`config.mk`:
```
export PLATFORM = sky130hd
export DESIGN_NAME = id3v2_tag_frame_parser_top_flat
export DESIGN_NICKNAME = d
export VERILOG_FILES = /design/src/rtl/core/id3_pkg.sv /design/src/rtl/core/id3_ifs.sv /design/src/rtl/core/id3v2_tag_frame_parser_top.sv /design/src/rtl/core/id3_cfg.sv /design/src/rtl/core/id3_parse.sv /design/src/flat_wrapper.sv
export VERILOG_INCLUDE_DIRS = /design/src /design/src/rtl/core
export SDC_FILE = /design/constraint.sdc
export NUM_CORES = 1
export LEC_CHECK = 0
export BUFFER_PORTS_ARGS = -buffer_cell sky130_fd_sc_hd__buf_2
export CORE_ASPECT_RATIO = 2
export CORE_MARGIN = 5
export CORE_UTILIZATION = 35
export CTS_BUF_LIST = sky130_fd_sc_hd__clkbuf_16
export DETAILED_ROUTE_END_ITERATION = 8
export SLEW_MARGIN = 20
export SYNTH_ARGS = -nofsm -noshare
export SYNTH_HDL_FRONTEND = slang
export SYNTH_HIERARCHICAL = 1
export SYNTH_SLANG_ARGS = --single-unit
```
`constraint.sdc`:
```
create_clock -name clk -period 11.5 [get_ports clk]
set_input_delay 1.725 -clock clk [delete_from_list [all_inputs] [get_ports clk]]
set_output_delay 1.725 -clock clk [all_outputs]
set_load 0.1 [all_outputs]
```
`src/rtl/core/id3v2_tag_frame_parser_top_macros.svh`:
```
// assertion helpers used by the parser file id3_parse
// they expect clk and rst_n in the scope of the module that uses them
`ifndef ID3V2_TAG_FRAME_PARSER_TOP_MACROS_SVH
`define ID3V2_TAG_FRAME_PARSER_TOP_MACROS_SVH

// same-cycle implication, checked out of reset
`define ID3_ASSERT_NOW(label, ante, cons, msg) \
    label: assert property (@(posedge clk) disable iff (!rst_n) (ante) |-> (cons)) \
        else $error(msg);

// implication checked in the cycle after the antecedent
`define ID3_ASSERT_NEXT(label, ante, cons, msg) \
    label: assert property (@(posedge clk) disable iff (!rst_n) (ante) |=> (cons)) \
        else $error(msg);

`endif

```
`src/rtl/core/id3_pkg.sv`:
```
`timescale 1ns / 1ps
package id3_pkg;

    // result kinds
    localparam logic [1:0] KIND_HEADER  = 2'd0;
    localparam logic [1:0] KIND_FIELD   = 2'd1;
    localparam logic [1:0] KIND_NO_TAG  = 2'd2;
    localparam logic [1:0] KIND_TAG_END = 2'd3;

    // parser phases
    localparam logic [1:0] PH_HEADER    = 2'd0;
    localparam logic [1:0] PH_FRAME_HDR = 2'd1;
    localparam logic [1:0] PH_PAYLOAD   = 2'd2;
    localparam logic [1:0] PH_DONE      = 2'd3;

    localparam int HDR_LEN = 10;
    localparam int SEC_W   = 4;

    // frame identifiers
    localparam logic [31:0] ID_TIT2 = 32'h5449_5432;
    localparam logic [31:0] ID_TPE1 = 32'h5450_4531;
    localparam logic [31:0] ID_TALB = 32'h5441_4C42;
    localparam logic [31:0] ID_TYER = 32'h5459_4552;
    localparam logic [31:0] ID_TCON = 32'h5443_4F4E;
    localparam logic [31:0] ID_COMM = 32'h434F_4D4D;

    // frame kinds, zero is skip
    localparam logic [2:0] FK_SKIP  = 3'd0;
    localparam logic [2:0] FK_TIT2  = 3'd1;
    localparam logic [2:0] FK_TPE1  = 3'd2;
    localparam logic [2:0] FK_TALB  = 3'd3;
    localparam logic [2:0] FK_TYER  = 3'd4;
    localparam logic [2:0] FK_TCON  = 3'd5;
    localparam logic [2:0] FK_COMM  = 3'd6;

    // configuration port
    localparam int          PADDR_W             = 3;
    localparam logic        REG_MAX_FIELD_CHARS = 1'b0;
    localparam logic [7:0]  MAX_CHARS_RESET     = 8'd31;

    localparam logic [32:0] CONSUMED_MAX = {33{1'b1}};
    localparam logic [7:0]  SYNCHSAFE_MASK = 8'h7F;

    typedef struct packed {
        logic        valid;
        logic [1:0]  kind;
        logic [2:0]  field_type;
        logic [7:0]  char_value;
        logic        has_char;
        logic        field_done;
        logic [7:0]  major_ver;
        logic [7:0]  minor_ver;
        logic [27:0] tag_size;
    } id3_res_t;

    function automatic logic [2:0] classify(input logic [31:0] id);
        logic [2:0] fk;
        case (id)
            ID_TIT2: fk = FK_TIT2;
            ID_TPE1: fk = FK_TPE1;
            ID_TALB: fk = FK_TALB;
            ID_TYER: fk = FK_TYER;
            ID_TCON: fk = FK_TCON;
            ID_COMM: fk = FK_COMM;
            default: fk = FK_SKIP;
        endcase
        return fk;
    endfunction

endpackage

```
`src/rtl/core/id3_ifs.sv`:
```
`timescale 1ns / 1ps
interface id3_in_if;
    logic       valid;
    logic       ready;
    logic [7:0] data_byte;
    logic       file_start;

    modport source (output valid, output data_byte, output file_start, input ready);
    modport sink   (input valid, input data_byte, input file_start, output ready);
endinterface

interface id3_out_if;
    logic        valid;
    logic        ready;
    logic [1:0]  kind;
    logic [2:0]  field_type;
    logic [7:0]  char_value;
    logic        has_char;
    logic        field_done;
    logic [7:0]  major_ver;
    logic [7:0]  minor_ver;
    logic [27:0] tag_size;

    modport source (
        output valid, output kind, output field_type, output char_value,
        output has_char, output field_done, output major_ver,
        output minor_ver, output tag_size, input ready
    );
    modport sink (
        input valid, input kind, input field_type, input char_value,
        input has_char, input field_done, input major_ver,
        input minor_ver, input tag_size, output ready
    );
endinterface

```
`src/rtl/core/id3v2_tag_frame_parser_top.sv`:
```
`timescale 1ns / 1ps
// id3v2 tag and text frame parser
// in_ch: one file byte per item, file_start high on the first byte of a file
// out_ch: zero or one result per input item - header, field byte, no-tag
//   error or tag end, with version and tag size on the header result
// apb port: register 0 at address 0 is max_field_chars (reset 31), pready
//   always high; write only while the block is idle
// a result is registered and appears on out_ch in the cycle after the byte that causes it
// throughput: one byte per cycle while out_ch is not stalled, set by the
//   single parse step between the parser state registers and the result register
// the parser takes a new byte whenever the result register is empty or is
//   being read in the same cycle, so a stalled receiver holds at most one
//   result and pushes back on in_ch only while that result waits
// reset: parser waits for a header, result register empty, limit back to 31
// a byte with file_start set restarts parsing whatever the previous state
module id3v2_tag_frame_parser_top
    import id3_pkg::*;
(
    input  logic               clk,
    input  logic               rst_n,
    id3_in_if.sink             in_ch,
    id3_out_if.source          out_ch,
    input  logic               psel,
    input  logic               penable,
    input  logic               pwrite,
    input  logic [PADDR_W-1:0] paddr,
    input  logic [31:0]        pwdata,
    output logic [31:0]        prdata,
    output logic               pready
);

    logic [7:0] max_chars;
    logic       in_fire;
    id3_res_t   res;

    // output register, valid bit reset, payload plain
    logic       out_valid_reg;
    id3_res_t   out_data_reg;

    id3_cfg u_cfg (
        .clk       (clk),
        .rst_n     (rst_n),
        .psel      (psel),
        .penable   (penable),
        .pwrite    (pwrite),
        .paddr     (paddr),
        .pwdata    (pwdata),
        .prdata    (prdata),
        .pready    (pready),
        .max_chars (max_chars)
    );

    // byte taken when the result slot is free or draining this cycle
    assign in_ch.ready = !out_valid_reg || out_ch.ready;
    assign in_fire     = in_ch.valid && in_ch.ready;

    id3_parse u_parse (
        .clk        (clk),
        .rst_n      (rst_n),
        .fire       (in_fire),
        .data_byte  (in_ch.data_byte),
        .file_start (in_ch.file_start),
        .max_chars  (max_chars),
        .res        (res)
    );

    always_ff @(posedge clk or negedge rst_n)
    begin
        if (!rst_n)
        begin
            out_valid_reg <= 1'b0;
        end
        else if (in_fire)
        begin
            out_valid_reg <= res.valid;
        end
        else if (out_ch.ready)
        begin
            out_valid_reg <= 1'b0;
        end
    end

    always_ff @(posedge clk)
    begin
        if (in_fire)
        begin
            out_data_reg <= res;
        end
    end

    assign out_ch.valid      = out_valid_reg;
    assign out_ch.kind       = out_data_reg.kind;
    assign out_ch.field_type = out_data_reg.field_type;
    assign out_ch.char_value = out_data_reg.char_value;
    assign out_ch.has_char   = out_data_reg.has_char;
    assign out_ch.field_done = out_data_reg.field_done;
    assign out_ch.major_ver  = out_data_reg.major_ver;
    assign out_ch.minor_ver  = out_data_reg.minor_ver;
    assign out_ch.tag_size   = out_data_reg.tag_size;

endmodule

```
`src/rtl/core/id3_cfg.sv`:
```
`timescale 1ns / 1ps
module id3_cfg
    import id3_pkg::*;
(
    input  logic               clk,
    input  logic               rst_n,
    input  logic               psel,
    input  logic               penable,
    input  logic               pwrite,
    input  logic [PADDR_W-1:0] paddr,
    input  logic [31:0]        pwdata,
    output logic [31:0]        prdata,
    output logic               pready,
    output logic [7:0]         max_chars
);

    logic [7:0] max_chars_reg;
    logic [7:0] max_chars_next;
    logic       wr_en;

    assign pready = 1'b1;
    assign wr_en  = psel & penable & pwrite & pready;

    always_comb
    begin
        max_chars_next = max_chars_reg;
        if (wr_en && paddr[2] == REG_MAX_FIELD_CHARS)
        begin
            max_chars_next = pwdata[7:0];
        end
    end

    always_ff @(posedge clk or negedge rst_n)
    begin
        if (!rst_n)
        begin
            max_chars_reg <= MAX_CHARS_RESET;
        end
        else
        begin
            max_chars_reg <= max_chars_next;
        end
    end

    // word-aligned decode, low address bits ignored
    always_comb
    begin
        prdata = '0;
        if (paddr[2] == REG_MAX_FIELD_CHARS)
        begin
            prdata = {24'd0, max_chars_reg};
        end
    end

    assign max_chars = max_chars_reg;

endmodule

```
`src/rtl/core/id3_parse.sv`:
```
`timescale 1ns / 1ps
`include "id3v2_tag_frame_parser_top_macros.svh"
module id3_parse
    import id3_pkg::*;
(
    input  logic       clk,
    input  logic       rst_n,
    input  logic       fire,
    input  logic [7:0] data_byte,
    input  logic       file_start,
    input  logic [7:0] max_chars,
    output id3_res_t   res
);

    logic [1:0]       phase_reg,    phase_next;
    logic [SEC_W-1:0] sec_reg,      sec_next;
    logic [27:0]      total_reg,    total_next;
    logic [32:0]      consumed_reg, consumed_next;
    logic [31:0]      flen_reg,     flen_next;
    logic [31:0]      pleft_reg,    pleft_next;
    logic [2:0]       fkind_reg,    fkind_next;
    logic [7:0]       chars_reg,    chars_next;
    logic             ended_reg,    ended_next;
    logic [23:0]      id_reg,       id_next;
    logic [7:0]       hdr_reg [HDR_LEN];

    // state as seen by this item, a file start wipes it
    logic [1:0]       ph;
    logic [SEC_W-1:0] sec;
    logic [27:0]      total;
    logic [32:0]      consumed;
    logic [31:0]      flen;
    logic [31:0]      pleft;
    logic [2:0]       fkind;
    logic [7:0]       chars;
    logic             ended;
    logic [23:0]      id;

    logic [33:0] sum;
    logic [31:0] pleft_dec;
    logic        first, last, emit;

    always_comb
    begin
        ph       = file_start ? PH_HEADER : phase_reg;
        sec      = file_start ? '0 : sec_reg;
        total    = file_start ? '0 : total_reg;
        consumed = file_start ? '0 : consumed_reg;
        flen     = file_start ? '0 : flen_reg;
        pleft    = file_start ? '0 : pleft_reg;
        fkind    = file_start ? FK_SKIP : fkind_reg;
        chars    = file_start ? '0 : chars_reg;
        ended    = file_start ? 1'b0 : ended_reg;
        id       = file_start ? '0 : id_reg;
    end

    assign sum       = {1'b0, consumed} + {2'b00, flen} + 34'd10;
    assign first     = (pleft == flen);
    assign pleft_dec = pleft - {31'd0, (pleft != 32'd0)};
    assign last      = (pleft_dec == 32'd0);

    always_comb
    begin
        phase_next    = ph;
        sec_next      = sec;
        total_next    = total;
        consumed_next = consumed;
        flen_next     = flen;
        pleft_next    = pleft;
        fkind_next    = fkind;
        chars_next    = chars;
        ended_next    = ended;
        id_next       = id;
        emit          = 1'b0;
        res           = '0;

        unique case (ph)
            PH_HEADER:
            begin
                if (sec != SEC_W'(HDR_LEN - 1))
                begin
                    sec_next = sec + 1'b1;
                end
                else
                begin
                    sec_next = '0;
                    res.valid = 1'b1;
                    if (hdr_reg[0] != "I" || hdr_reg[1] != "D" || hdr_reg[2] != "3")
                    begin
                        phase_next = PH_DONE;
                        res.kind   = KIND_NO_TAG;
                    end
                    else
                    begin
                        total_next = {hdr_reg[6][6:0], hdr_reg[7][6:0],
                                      hdr_reg[8][6:0], data_byte[6:0]};
                        phase_next    = PH_FRAME_HDR;
                        res.kind      = KIND_HEADER;
                        res.major_ver = hdr_reg[3];
                        res.minor_ver = hdr_reg[4];
                        res.tag_size  = total_next;
                    end
                end
            end
            PH_FRAME_HDR:
            begin
                sec_next = sec + 1'b1;
                if (sec == 4'd0)
                begin
                    if (consumed >= {5'd0, total} || data_byte == 8'd0)
                    begin
                        phase_next = PH_DONE;
                        sec_next   = sec;
                        res.valid  = 1'b1;
                        res.kind   = KIND_TAG_END;
                    end
                    else
                    begin
                        id_next = {16'd0, data_byte};
                    end
                end
                else if (sec < 4'd3)
                begin
                    id_next = {id[15:0], data_byte};
                end
                else if (sec == 4'd3)
                begin
                    fkind_next = classify({id, data_byte});
                    flen_next  = '0;
                end
                else if (sec < 4'd8)
                begin
                    flen_next = {flen[23:0], data_byte};
                end
                else if (sec >= 4'd9)
                begin
                    consumed_next = sum[33] ? CONSUMED_MAX : sum[32:0];
                    pleft_next    = flen;
                    chars_next    = '0;
                    ended_next    = 1'b0;
                    sec_next      = '0;
                    phase_next    = (flen != 32'd0) ? PH_PAYLOAD : PH_FRAME_HDR;
                end
            end
            PH_PAYLOAD:
            begin
                pleft_next = pleft_dec;
                if (last)
                begin
                    phase_next = PH_FRAME_HDR;
                end
                if (fkind != FK_SKIP)
                begin
                    // encoding byte dropped, text runs to nul or the limit
                    if (!first && !ended)
                    begin
                        if (data_byte == 8'd0)
                        begin
                            ended_next = 1'b1;
                        end
                        else if (chars < max_chars)
                        begin
                            emit       = 1'b1;
                            chars_next = chars + 1'b1;
                        end
                    end
                    if (emit || last)
                    begin
                        res.valid      = 1'b1;
                        res.kind       = KIND_FIELD;
                        res.field_type = fkind - 1'b1;
                        res.char_value = emit ? data_byte : 8'd0;
                        res.has_char   = emit;
                        res.field_done = last;
                    end
                end
            end
            PH_DONE:
            begin
            end
            default:
            begin
            end
        endcase
    end

    always_ff @(posedge clk or negedge rst_n)
    begin
        if (!rst_n)
        begin
            phase_reg    <= PH_HEADER;
            sec_reg      <= '0;
            total_reg    <= '0;
            consumed_reg <= '0;
            flen_reg     <= '0;
            pleft_reg    <= '0;
            fkind_reg    <= FK_SKIP;
            chars_reg    <= '0;
            ended_reg    <= 1'b0;
            id_reg       <= '0;
        end
        else if (fire)
        begin
            phase_reg    <= phase_next;
            sec_reg      <= sec_next;
            total_reg    <= total_next;
            consumed_reg <= consumed_next;
            flen_reg     <= flen_next;
            pleft_reg    <= pleft_next;
            fkind_reg    <= fkind_next;
            chars_reg    <= chars_next;
            ended_reg    <= ended_next;
            id_reg       <= id_next;
        end
    end

    // header bytes, written once per file before they are read
    always_ff @(posedge clk)
    begin
        if (fire && ph == PH_HEADER)
        begin
            hdr_reg[sec] <= data_byte;
        end
    end

    `ID3_ASSERT_NOW(a_char_is_field, res.valid && res.has_char, res.kind == KIND_FIELD,
        "character outside a field result")
    `ID3_ASSERT_NOW(a_payload_left, phase_reg == PH_PAYLOAD, pleft_reg != 32'd0,
        "payload phase with nothing left")
    `ID3_ASSERT_NOW(a_sec_range, phase_reg == PH_FRAME_HDR || phase_reg == PH_HEADER,
        sec_reg <= SEC_W'(HDR_LEN - 1), "section index out of range")
    `ID3_ASSERT_NEXT(a_done_sticks, fire && !file_start && phase_reg == PH_DONE,
        phase_reg == PH_DONE, "parser left done without a file start")

endmodule
```
`src/flat_wrapper.sv`:
```
// flat-port wrapper written by rule: the top's interface ports become plain ports
module id3v2_tag_frame_parser_top_flat import id3_pkg::*;
  (clk, rst_n, psel, penable, pwrite, paddr, pwdata, prdata, pready, in_ch_valid, in_ch_data_byte, in_ch_file_start, in_ch_ready, out_ch_valid, out_ch_kind, out_ch_field_type, out_ch_char_value, out_ch_has_char, out_ch_field_done, out_ch_major_ver, out_ch_minor_ver, out_ch_tag_size, out_ch_ready);
  id3_in_if in_ch_i ();
  id3_out_if out_ch_i ();
  input  logic clk;
  input  logic rst_n;
  input  logic psel;
  input  logic penable;
  input  logic pwrite;
  input  logic [PADDR_W-1:0] paddr;
  input  logic [31:0] pwdata;
  output logic [31:0] prdata;
  output logic pready;
  input wire logic [$bits(in_ch_i.valid)-1:0] in_ch_valid;
  input wire logic [$bits(in_ch_i.data_byte)-1:0] in_ch_data_byte;
  input wire logic [$bits(in_ch_i.file_start)-1:0] in_ch_file_start;
  output wire logic [$bits(in_ch_i.ready)-1:0] in_ch_ready;
  output wire logic [$bits(out_ch_i.valid)-1:0] out_ch_valid;
  output wire logic [$bits(out_ch_i.kind)-1:0] out_ch_kind;
  output wire logic [$bits(out_ch_i.field_type)-1:0] out_ch_field_type;
  output wire logic [$bits(out_ch_i.char_value)-1:0] out_ch_char_value;
  output wire logic [$bits(out_ch_i.has_char)-1:0] out_ch_has_char;
  output wire logic [$bits(out_ch_i.field_done)-1:0] out_ch_field_done;
  output wire logic [$bits(out_ch_i.major_ver)-1:0] out_ch_major_ver;
  output wire logic [$bits(out_ch_i.minor_ver)-1:0] out_ch_minor_ver;
  output wire logic [$bits(out_ch_i.tag_size)-1:0] out_ch_tag_size;
  input wire logic [$bits(out_ch_i.ready)-1:0] out_ch_ready;
  assign in_ch_i.valid = in_ch_valid;
  assign in_ch_i.data_byte = in_ch_data_byte;
  assign in_ch_i.file_start = in_ch_file_start;
  assign in_ch_ready = in_ch_i.ready;
  assign out_ch_valid = out_ch_i.valid;
  assign out_ch_kind = out_ch_i.kind;
  assign out_ch_field_type = out_ch_i.field_type;
  assign out_ch_char_value = out_ch_i.char_value;
  assign out_ch_has_char = out_ch_i.has_char;
  assign out_ch_field_done = out_ch_i.field_done;
  assign out_ch_major_ver = out_ch_i.major_ver;
  assign out_ch_minor_ver = out_ch_i.minor_ver;
  assign out_ch_tag_size = out_ch_i.tag_size;
  assign out_ch_i.ready = out_ch_ready;
  id3v2_tag_frame_parser_top u_core (.clk(clk), .rst_n(rst_n), .in_ch(in_ch_i), .out_ch(out_ch_i), .psel(psel), .penable(penable), .pwrite(pwrite), .paddr(paddr), .pwdata(pwdata), .prdata(prdata), .pready(pready));
endmodule
```
==> results.json <==
{
  "status": "finished clean",
  "wl_per_cell_um": 23.4,
  "ys.warnings.count": 6,
  "ys.flop_type": "dfrtp_1",
  "dr_wl_met3_um": 3080,
  "cts_buffers": 29,
  "place_area_mm2": 0.0193,
  "ys_ff_latch": 296,
  "diodes": 0,
  "p_comb_frac": 0.378,
  "die_h_um": 333,
  "timing.fmax_ghz": 0.164,
  "p_sw_mw": 1.62,
  "p_int_mw": 2.14,
  "r2r_start": "u_core/u_parse/pleft_reg[5]$_DFFE_PN0P_",
  "postLayoutCellArea_mm2": 0.0203,
  "ys_types": 89,
  "wl_met2_um": 32700,
  "synth.avg_cell_area_um2": 9.43,
  "cp_max_fo": 35,
  "worstHoldStart": "u_core/u_parse/consumed_reg[4]$_DFFE_PN0P_",
  "antenna_found_initial": 0,
  "die_x_um": 172,
  "skew_ns": 0.0228,
  "crit_arrival_ns": 6.63,
  "cts_setup_buffers": 0,
  "ir_drop_mv": 0.124,
  "wirelength_um": 62300,
  "rsz0062_at_grt": "no",
  "cts_resized": 0,
  "first_global_vias": 15900,
  "dpl.hpwl_um": 45700,
  "root_buffer": "clkbuf_16",
  "setup.worst_path.start": "in_ch_file_start",
  "grt_max_degree": 67,
  "grt_pass1_wl_um": 95100,
  "synth_top_area_cell": "dfrtp_1",
  "vias": 15600,
  "power_frac_clock": 0.270,
  "period_share": 0.529,
  "drcViolationCount": 0,
  "initial_core_util": 0.353,
  "cts_sinks": 296,
  "finalMaxSlewViolations": 0,
  "netlist_instances": 1937,
  "worstSetupEndpointType": "flip-flop",
  "path_clk_slew_ns": 0.07,
  "largest_register_ffs": 61,
  "first_pass_iters": 6,
  "drive_above_1_share": 0.112,
  "finalCriticalPeriod_ns": 6.08,
  "place_congestion": 1.09,
  "cts.htree.levels": 1,
  "syn_to_final_growth_pct": 11.0,
  "synth_top_area_frac": 0.234,
  "clk_latency_ns": 0.61,
  "power_leakage_nw": 8.88,
  "antenna_left": 0,
  "hold_path_class": "reg2reg",
  "rows": 118,
  "seq_area_frac_synth": 0.439,
  "synth_area_leaders": "dfrtp_1 23%, edfxtp_1 20%, ha_1 7.7%, nand2_1 4.5%, o21ai_0 3.7%",
  "timing.slew.headroom": 0.253,
  "vias_per_cell": 5.86,
  "swShare": 0.430,
  "syn_area_mm2": 0.0183,
  "core_mm2": 0.0517,
  "ios": 145,
  "synth-edff-count": 120,
  "path_class": "in2reg",
  "tns_ns": 0,
  "start_kind": "input port",
  "wl_met1_um": 21400,
  "nets": 2142,
  "drt-initial-drc-count": 1422,
  "drv_cap": 0,
  "cellPowerDensity_mw_per_mm2": 185,
  "setup_viol": 0,
  "worst_pin_slew_ns": 1.11,
  "hold_violations": 0,
  "power_frac_seq": 0.352,
  "worstPathRequired_ns": 12.05,
  "cts_tree": "done",
  "grt_overflow": 0,
  "portBuffers": 93,
  "clock_path_buffers": 3,
  "top_layer": "met4",
  "async_reset_ff_frac": 0.595,
  "fillers": 5142,
  "track_usage": 0.214,
  "cts_hold_buf": 0,
  "die_area_mm2": 0.0571
}
-- final cells by class --
type	count	area, um^2	area share
multi-input cells	1460	9490	0.468
flip-flops and latches	296	8010	0.395
clock buffers	30	751	0.0370
well taps	660	826	0.0407
repair buffers	122	694	0.0342
clock inverters	24	239	0.0118
inverters	69	259	0.0128
-- per-stage QoR --
step                hold WS, ns  utilization  cells  total power, mW  setup WS [ns]
global route              0.503        0.392   2661             3.90           5.20
finish                    0.468        0.392   2661             3.75           5.42
CTS                       0.470        0.392   2661             3.75           5.49
floorplan                 0.431            -   1960             2.30           5.28
detailed placement        0.455        0.373   2607             2.73           4.87
global placement          0.451        0.373   2607             2.72           4.94
-- kinds of logic (layout without fill, tap and decap cells) --
family          after synthesis  after routing  share of synthesized area
xor+xnor                     59             59                     0.0283
buf+inv                     204            245                     0.0489
compound gates              532            532                      0.193
flops                       296            296                      0.439
fa+ha+maj                   113            113                     0.0778
mux                          18             18                     0.0105
simple gates                713            713                      0.202
other cells                   2             25                   0.000411
-- layer usage --
metal / vias to the layer above / GRT usage
li1: 7152 / -
met1: 7582 / 0.225
met2: 627 / 0.395
met3: 220 / 0.0190
met4: 0 / 0.143
met5: - / 0
-- synth_stat cells, types with 8 or more instances --
| cell | instances |
|---|---|
| a211oi_1 | 14 |
| a21o_1 | 28 |
| a21oi_1 | 111 |
| a22o_1 | 68 |
| a22oi_1 | 15 |
| a31oi_1 | 15 |
| and2_1 | 45 |
| and2b_2 | 8 |
| and3_1 | 12 |
| buf_1 | 10 |
| buf_2 | 11 |
| buf_4 | 26 |
| clkbuf_1 | 86 |
| dfrtp_1 | 171 |
| edfxtp_1 | 120 |
| ha_1 | 112 |
| inv_1 | 68 |
| mux2_2 | 9 |
| mux2i_1 | 9 |
| nand2_1 | 221 |
| nand2b_1 | 12 |
| nand3_1 | 42 |
| nand4_1 | 26 |
| nor2_1 | 112 |
| nor2b_1 | 75 |
| nor3_1 | 45 |
| nor3b_1 | 8 |
| nor4_1 | 55 |
| o211ai_1 | 9 |
| o21a_1 | 13 |
| o21ai_0 | 136 |
| o21bai_1 | 9 |
| o221ai_1 | 15 |
| o22ai_1 | 15 |
| o31ai_1 | 12 |
| or2_2 | 8 |
| or3_1 | 10 |
| xnor2_1 | 30 |
| xor2_1 | 29 |
-- critical path: stages --
cell	delay, ns
buf_4	0.42
inv_2	0.08
buf_4	0.31
nand2_1	0.12
ha_1	0.29
ha_1	0.49
nand2_1	0.46
nor4b_1	0.37
o211ai_1	0.14
o311a_1	0.22
a2111oi_1	0.61
nand4_1	0.53
o21ba_2	0.40
a31oi_1	0.27
nand2_1	0.08
nand2_1	0.07
-- worst paths after layout --
check	depth (start not counted)	slack (ns)	endpoint
hold / removal	2	0.47	u_core/u_parse/consumed_reg[4]$_DFFE_PN0P_
setup reg to reg	17	5.60	u_core/out_ch.valid$_DFFE_PN0P_
setup / recovery	16	5.42	u_core/out_ch.valid$_DFFE_PN0P_
hold reg to reg	2	0.47	u_core/u_parse/consumed_reg[4]$_DFFE_PN0P_
max in group asynchronous	2	8.98	u_core/u_parse/id_reg[9]$_DFFE_PN0P_
min in group asynchronous	1	1.10	u_core/u_parse/pleft_reg[24]$_DFFE_PN0P_
-- power groups by stage --
stage | Combinational, mW | Clock, mW | Sequential, mW
finish | 1.42 | 1.01 | 1.32
global route | 1.51 | 1.06 | 1.33
CTS | 1.40 | 1.04 | 1.32
detailed placement | 1.39 | 0 | 1.34
global placement | 1.38 | 0 | 1.34
floorplan | 0.865 | 0 | 1.43
-- cells in the final DEF, fill, tap and decap left out, types with 14 or more instances in the layout --
cell / n
a21o_1: 28
nor3_1: 41
a31oi_1: 15
a22o_1: 68
edfxtp_1: 120
buf_2: 91
conb_1: 25
o21ai_0: 135
inv_1: 70
o22ai_1: 15
nor2_1: 112
xor2_1: 29
and2_1: 45
nand2_1: 221
nand4_1: 26
ha_1: 112
nor2b_1: 75
nor4_1: 54
a21oi_1: 111
a22oi_1: 15
clkbuf_16: 30
a211oi_1: 14
nand3_1: 42
xnor2_1: 30
buf_4: 30
o221ai_1: 15
dfrtp_1: 171
Note: power is estimated with default switching activity, not from simulation.
